$ cat src/hdl/lbc_pkg.sv
// ----------------------------------------------------------------------------
// lbc_pkg
// Shared types and constants of the line clipper: item structs, csr
// register indexes and the side data carried past the divider.
// ----------------------------------------------------------------------------
package lbc_pkg;

   // coordinate width of every endpoint and window register
   localparam int COORD_WIDTH = 16;
   // width of a difference of two coordinates
   localparam int DIFF_WIDTH  = COORD_WIDTH + 1;
   localparam int NUM_EDGES   = 4;
   localparam int CSR_AW      = 2;

   // csr register indexes
   localparam logic [CSR_AW-1:0] CSR_CLIP_LEFT   = 2'd0;
   localparam logic [CSR_AW-1:0] CSR_CLIP_RIGHT  = 2'd1;
   localparam logic [CSR_AW-1:0] CSR_CLIP_TOP    = 2'd2;
   localparam logic [CSR_AW-1:0] CSR_CLIP_BOTTOM = 2'd3;

   // input item
   typedef struct packed {
      logic signed [COORD_WIDTH-1:0] x_start;
      logic signed [COORD_WIDTH-1:0] y_start;
      logic signed [COORD_WIDTH-1:0] x_end;
      logic signed [COORD_WIDTH-1:0] y_end;
   } req_type;

   // result item
   typedef struct packed {
      logic                          visible;
      logic signed [COORD_WIDTH-1:0] x_clip_start;
      logic signed [COORD_WIDTH-1:0] y_clip_start;
      logic signed [COORD_WIDTH-1:0] x_clip_end;
      logic signed [COORD_WIDTH-1:0] y_clip_end;
   } rsp_type;

   // per-edge classification plus segment geometry, carried beside the quotient
   typedef struct packed {
      logic [NUM_EDGES-1:0]         rej;
      logic [NUM_EDGES-1:0]         used;
      logic [NUM_EDGES-1:0]         entry;
      logic [NUM_EDGES-1:0]         one;
      logic signed [DIFF_WIDTH-1:0] xs;
      logic signed [DIFF_WIDTH-1:0] ys;
      logic signed [DIFF_WIDTH-1:0] dx;
      logic signed [DIFF_WIDTH-1:0] dy;
   } side_type;

endpackage

$ cat src/hdl/lbc_div.sv
// ----------------------------------------------------------------------------
// lbc_div
// Pipelined restoring divider, four lanes: quotient floor(n * 2^F / d) for
// n < d, one quotient bit per stage, side data travels alongside.
// ----------------------------------------------------------------------------
module lbc_div #(
   parameter int FRAC_BITS = 16
) (
   input  logic                                                      clock,
   input  logic                                                      reset,
   input  logic                                                      in_valid,
   input  logic [lbc_pkg::NUM_EDGES-1:0][lbc_pkg::DIFF_WIDTH-1:0]    in_num,
   input  logic [lbc_pkg::NUM_EDGES-1:0][lbc_pkg::DIFF_WIDTH-1:0]    in_den,
   input  lbc_pkg::side_type                                         in_side,
   output logic                                                      out_valid,
   output logic [lbc_pkg::NUM_EDGES-1:0][FRAC_BITS-1:0]              out_quo,
   output lbc_pkg::side_type                                         out_side
);

   localparam int NE = lbc_pkg::NUM_EDGES;
   localparam int DW = lbc_pkg::DIFF_WIDTH;
   localparam int RW = DW + 1;

   // stage k holds the partial remainder after k quotient bits
   logic                          valid_ff [FRAC_BITS+1];
   logic [NE-1:0][RW-1:0]         rem_ff   [FRAC_BITS];
   logic [NE-1:0][DW-1:0]         den_ff   [FRAC_BITS];
   logic [NE-1:0][FRAC_BITS-1:0]  quo_ff   [FRAC_BITS+1];
   lbc_pkg::side_type             side_ff  [FRAC_BITS+1];

   // stage 0 is the input itself
   always_comb begin
      valid_ff[0] = in_valid;
      side_ff[0]  = in_side;
      for (int e = 0; e < NE; e++) begin
         rem_ff[0][e] = {1'b0, in_num[e]};
         den_ff[0][e] = in_den[e];
         quo_ff[0][e] = '0;
      end
   end

   for (genvar k = 0; k < FRAC_BITS; k++) begin : g_step
      logic [NE-1:0][RW-1:0]        rem_in;
      logic [NE-1:0][FRAC_BITS-1:0] quo_in;

      // shift, compare and subtract
      always_comb begin
         for (int e = 0; e < NE; e++) begin
            rem_in[e] = {rem_ff[k][e][RW-2:0], 1'b0};
            quo_in[e] = {quo_ff[k][e][FRAC_BITS-2:0], 1'b0};
            if (rem_in[e] >= {1'b0, den_ff[k][e]}) begin
               rem_in[e]    = rem_in[e] - {1'b0, den_ff[k][e]};
               quo_in[e][0] = 1'b1;
            end
         end
      end

      always_ff @(posedge clock) begin
         if (reset) begin
            valid_ff[k+1] <= 1'b0;
         end else begin
            valid_ff[k+1] <= valid_ff[k];
         end
         quo_ff[k+1]  <= quo_in;
         side_ff[k+1] <= side_ff[k];
      end

      // the last stage needs no remainder or divisor after it
      if (k < FRAC_BITS - 1) begin : g_keep
         always_ff @(posedge clock) begin
            rem_ff[k+1] <= rem_in;
            den_ff[k+1] <= den_ff[k];
         end
      end
   end

   assign out_valid = valid_ff[FRAC_BITS];
   assign out_quo   = quo_ff[FRAC_BITS];
   assign out_side  = side_ff[FRAC_BITS];

endmodule

$ cat config.mk
export PLATFORM = sky130hd
export DESIGN_NAME = lbc_div
export DESIGN_NICKNAME = d
export VERILOG_FILES = /design/src/hdl/lbc_pkg.sv /design/src/hdl/lbc_div.sv
export SDC_FILE = /design/constraint.sdc
export NUM_CORES = 2
export LEC_CHECK = 0
export ABC_CLOCK_PERIOD_IN_PS = 7400
export BUFFER_PORTS_ARGS = -buffer_cell sky130_fd_sc_hd__buf_2
export CAP_MARGIN = 25
export CELL_PAD_IN_SITES_DETAIL_PLACEMENT = 0
export CELL_PAD_IN_SITES_GLOBAL_PLACEMENT = 2
export CORE_MARGIN = 3
export CORE_UTILIZATION = 40
export CTS_BUF_LIST = sky130_fd_sc_hd__clkbuf_16
export DETAILED_ROUTE_END_ITERATION = 12
export HOLD_SLACK_MARGIN = 0.05
export PLACE_DENSITY = 0.88
export SYNTH_ARGS = -nofsm -noshare
export SYNTH_HDL_FRONTEND = slang
export SYNTH_SLANG_ARGS = --single-unit
$ cat constraint.sdc
create_clock -name clock -period 7.4 [get_ports clock]
set_clock_uncertainty 0.2 [all_clocks]
set_input_delay 0.37 -clock clock [delete_from_list [all_inputs] [get_ports clock]]
set_output_delay 0.37 -clock clock [all_outputs]
set_load 0.03 [all_outputs]
* After elaboration in Yosys (flattened, before gate mapping)
Index checks and enable logic that the tools add are counted.
** Cells by class
- $lt $le $gt $ge :: 64
- Add/subtract/negate cells :: 60
- Mux-type cells :: 124
** Operator list (number)
- $ge 18x17->1 :: 64
- $mux 17 :: 60
- $sub 17x17->17 :: 60
- $mux 1 :: 64
** Storage, ports and cells
- Logic and storage cells :: 636
- Input bits :: 223
- Register bits :: 3944

* Depth between registers and ports, before layout
- Depth in word-level cells :: 2
- Gate-level depth with buffers :: 13

* Worst setup path before layout
Ideal clock, no wire load.
- Path kind :: register to register
- Start :: reg rem_ff[864] in the netlist's numbering
- End :: reg rem_ff[802] in the netlist's numbering
- Path buffers :: 1
- Slack :: 4.373 ns
- Cell stages (with the launch flop) :: 12
- Clock period less this slack :: 3.027 ns
- Library setup time :: 0.121 ns
- Arrival time :: 2.707 ns
- Required time :: 7.079 ns
- Cell sequence :: dfxtp_1 > inv_1 > fa_1 > nor2b_1 > o31a_1 > o22a_1 > a31o_2 > a211oi_1 > or3_1 > a21oi_4 > buf_4 > mux2_2
** RTL lines
- from (decl) :: line lbc_div.sv:26 : logic [NE-1:0][RW-1:0] rem_ff [FRAC_BITS];
- from (signal, indexed assignment) :: line lbc_div.sv:71 : rem_ff[k+1] <= rem_in;

==> reports/metrics.yaml <==
worst_setup_path:
  critical-path-slowest-cell: "dlygate4sd3_1"
  startpoint_types: "input port"
  critPathKind: "input port to flip-flop"
  cp.arrival_ps: 5190
  worstPathMaxFanout: 14
  critical_path_s_largest_stage_delay_ps: 720
  crit_top_cell: "dlygate4sd3_1"
  data_required_time_at_the_worst_endpoint_ps: 8000
  worstSetupEndpointType: "flip-flop"
  worstPathCellList: "dlygate4sd3_1, buf_2, dlygate4sd3_1, inv_1, fa_1, nor2b_1, o31a_1, o21ai_0, nor2b_1, a211oi_1, nor4_4, dlygate4sd3_1, buf_8, mux2_2, dlygate4sd3_1"
sta:
  worst_slew_margin_rel_pct: 29.0
  final-max-slew-violation-count: 0
  final.setup.worst_slack_ps: 2810
  tightestPinTransition_ps: 1060
  finalSetupTns_ps: 0
  fmax_mhz: 218
  final_hold_viol_count: 0
  period_share_pct: 62.0
  setup_viol_count_final: 0
  setup_repair_after_global_routing_missed_its_margin: "no"
  final_worst_path_period_need_ps: 4590
global_route:
  grt_overflow_total: 0
  grt.total_usage_pct: 14.3
  antenna_violations_before_repair: 15
  first_pass_grt_wire_length_mm: 440
  grt_start_max_net_pins: 35
  number_of_global_route_vias_before_repair: 89000
power:
  cellPowerDensity_nw_per_um2: 463
  p_switching_mw: 26.1
  netSwitchingFraction_pct: 33.5
  leakage_power_nw: 75.6
  pwr-share-clk_pct: 26.2
  share_comb_of_total_power_pct: 36.6
  p_seq_share_pct: 37.2
  cell_internal_pwr_mw: 51.8
  ir_worst_vdd_mv: 0.294
layout:
  mostFrequentLayoutCells: "dfxtp_1 (3944), inv_1 (1388), ha_1 (1084)"
  layout_commonest_cell: "dfxtp_1"
  layout.nets: 15700
  finalInstanceArea_um2: 168000
  post_route_cells_drive_above_1_share_pct: 10.5
  syn2layout_area_growth_pct: 18.2
routing:
  drt_first_iter_violations: 4524
  route.vias.total: 89600
  via_per_inst: 4.62
  first_pass_iters: 6
  drcViolationCount: 0
  detail_route.wl_per_cell_um: 13.7
  route.antenna.remaining_nets: 0
  routed_wl_mm: 265
yosys:
  synth.top_cells.by_area: "dfxtp_1 (56%), ha_1 (9.5%), inv_1 (3.5%)"
  synthDistinctLibCells: 100
  synthCells: 13300
  synth_largest_area_cell: "dfxtp_1"
  synth_warnings: 0
  synth_edf_count: 0
  synth_area_um2: 142000
  post_synth.cell_area_avg_um2: 10.7
  synth.yosys.seq_area_share_pct: 55.5
  synth_top_area_share_pct: 55.5
  async_flop_share_pct: 0
  synthesis.nets: 14600
  synth-main-ff-cell: "dfxtp_1"
  synth.ff_latch_count: 3944
job:
  max_cap_viol_count: 0
die:
  die_h_um: 602
  die_outline_area_um2: 363000
  placeable_core_region_um2: 353000
  initial_core_util_pct: 40.3
  num_rows: 218
  top_level_ports: 372
  floorplan.die.width_um: 602
cts:
  cts_sinks: 3944
  clockRootBuffer: "clkbuf_16"
  tritoncts_buffers: 402
  clkTransAtPathRegs_ps: 60
  cts_tree: "yes"
  cts.repair.resized: 0
  clkLatencyLatePin_ps: 900
  cts.repair_timing.setup_buffer_count: 0
  clk_path_buf_depth: 4
  h-tree-depth: 5
placed_design:
  final_weighted_congestion_of_routability_driven_global_placement: 0.851
  io_buffer_count: 371
  sum_of_net_half_perimeters_after_detailed_placement_mm: 193
  placed_area_um2: 149000
  place_worst_setup_slack_ps: 3730
outcome:
  outcome: "finished, final reports clean"
hold_path:
  hp_class: "flip-flop to flip-flop"
==> state kept, by name (all words and copies together), names as in the netlist <==
name	cells
out_valid	1
den_ff	1020
valid_ff	15
out_side	84
out_quo	64
g_step.quo_in	480
side_ff	1260
rem_ff	1020
==> layer usage <==
metal	track usage [%]	part of all wire, %	vias up
li1	-	-	47300
met1	18.7	48	40600
met2	23.9	45	1225
met3	2.23	3.6	485
met4	4.81	3.1	2
met5	0	0.0049	-
==> power by group through the flow <==
stage,Clock (mW),Sequential (mW),Combinational [mW]
3_3_place_gp,0,29.6,27.7
6_report,20.4,29.0,28.5
2_1_floorplan,0,28.6,22.5
3_5_place_dp,0,29.5,27.9
5_1_grt,22.0,29.5,32.2
4_1_cts,21.2,29.1,28.4
==> worst max-delay path: cells and delay by family <==
| kind | cells | cell delay (ps) |
|---|---|---|
| buffers and inverters | 7 | 2760 |
| AOI/OAI and AO/OA | 3 | 750 |
| and+or+nand+nor | 3 | 730 |
| muxes | 1 | 350 |
| adders and majority gates | 1 | 220 |
==> final cells by class <==
| type | instances | area, µm² |
|---|---|---|
| multi-input cells | 7726 | 57000 |
| fillers | 32300 | 185000 |
| clock inverters | 333 | 3570 |
| clock buffers | 405 | 10100 |
| repair buffers | 933 | 7540 |
| inverters | 1334 | 5010 |
| flip-flops and latches | 3944 | 79000 |
| well taps | 4730 | 5920 |
| diodes | 7 | 17.5 |
==> what timing repair did <==
| item | in CTS | in global routing |
|---|---|---|
| hold buffers | 516 | 0 |
| hold endpoints to repair | 240 | 0 |
| setup endpoints to repair | 0 | 0 |
==> synth_stat cells, types with 32 or more instances <==
library cell and instances:
and3_1 63, nand4_1 108, o31a_1 74, nand3_1 109, a21boi_0 32, mux2_2 393
ha_1 1084, nand2_1 737, o31ai_1 95, a211oi_1 57, o21a_1 210, clkbuf_1 151
nor2_1 631, xor2_1 313, o21ai_0 903, a2111oi_0 38, nor3_1 159, dfxtp_1 3944
inv_1 1333, a31oi_1 129, buf_4 94, nor2b_1 181, nand2b_1 175, fa_1 60
nand4b_1 33, mux2i_1 36, and2_1 37, xnor2_1 436, or3_1 45, o21bai_1 67
a21o_1 314, and4_1 36, o211ai_1 38, a21oi_1 729
==> stage by stage <==
step                      cells  utilization, %  hold slack, ps  power (mW)
after detailed placement  18100            42.2             112        57.4
after CTS                 19400            47.5            54.8        78.7
after floorplan           13300               -             110        51.1
after global routing      19400            47.6            90.4        83.8
final                     19400            47.6            81.9        77.9
after global placement    18100            42.2             109        57.3
==> cell families after synthesis <==
| kind of cell | synth area share, % |
|---|---|
| flip-flops | 55.5 |
| AO/OA/AOI/OAI | 13.1 |
| AND/OR/NAND/NOR | 8.17 |
| buffers and inverters | 4.53 |
| adder cells (fa/ha/maj) | 10.4 |
| XOR/XNOR | 4.61 |
| multiplexers | 3.67 |
==> path summary, 6_finish.rpt <==
kind,start,end,slack [ps],cells past startpoint
max,in_num[17],rem_ff[1030],2810,15
min,side_ff[587],side_ff[503],80,0
max reg2reg,den_ff[937],rem_ff[922],3830,9
min reg2reg,side_ff[587],side_ff[503],80,0
(Power assumes the default switching activity.)
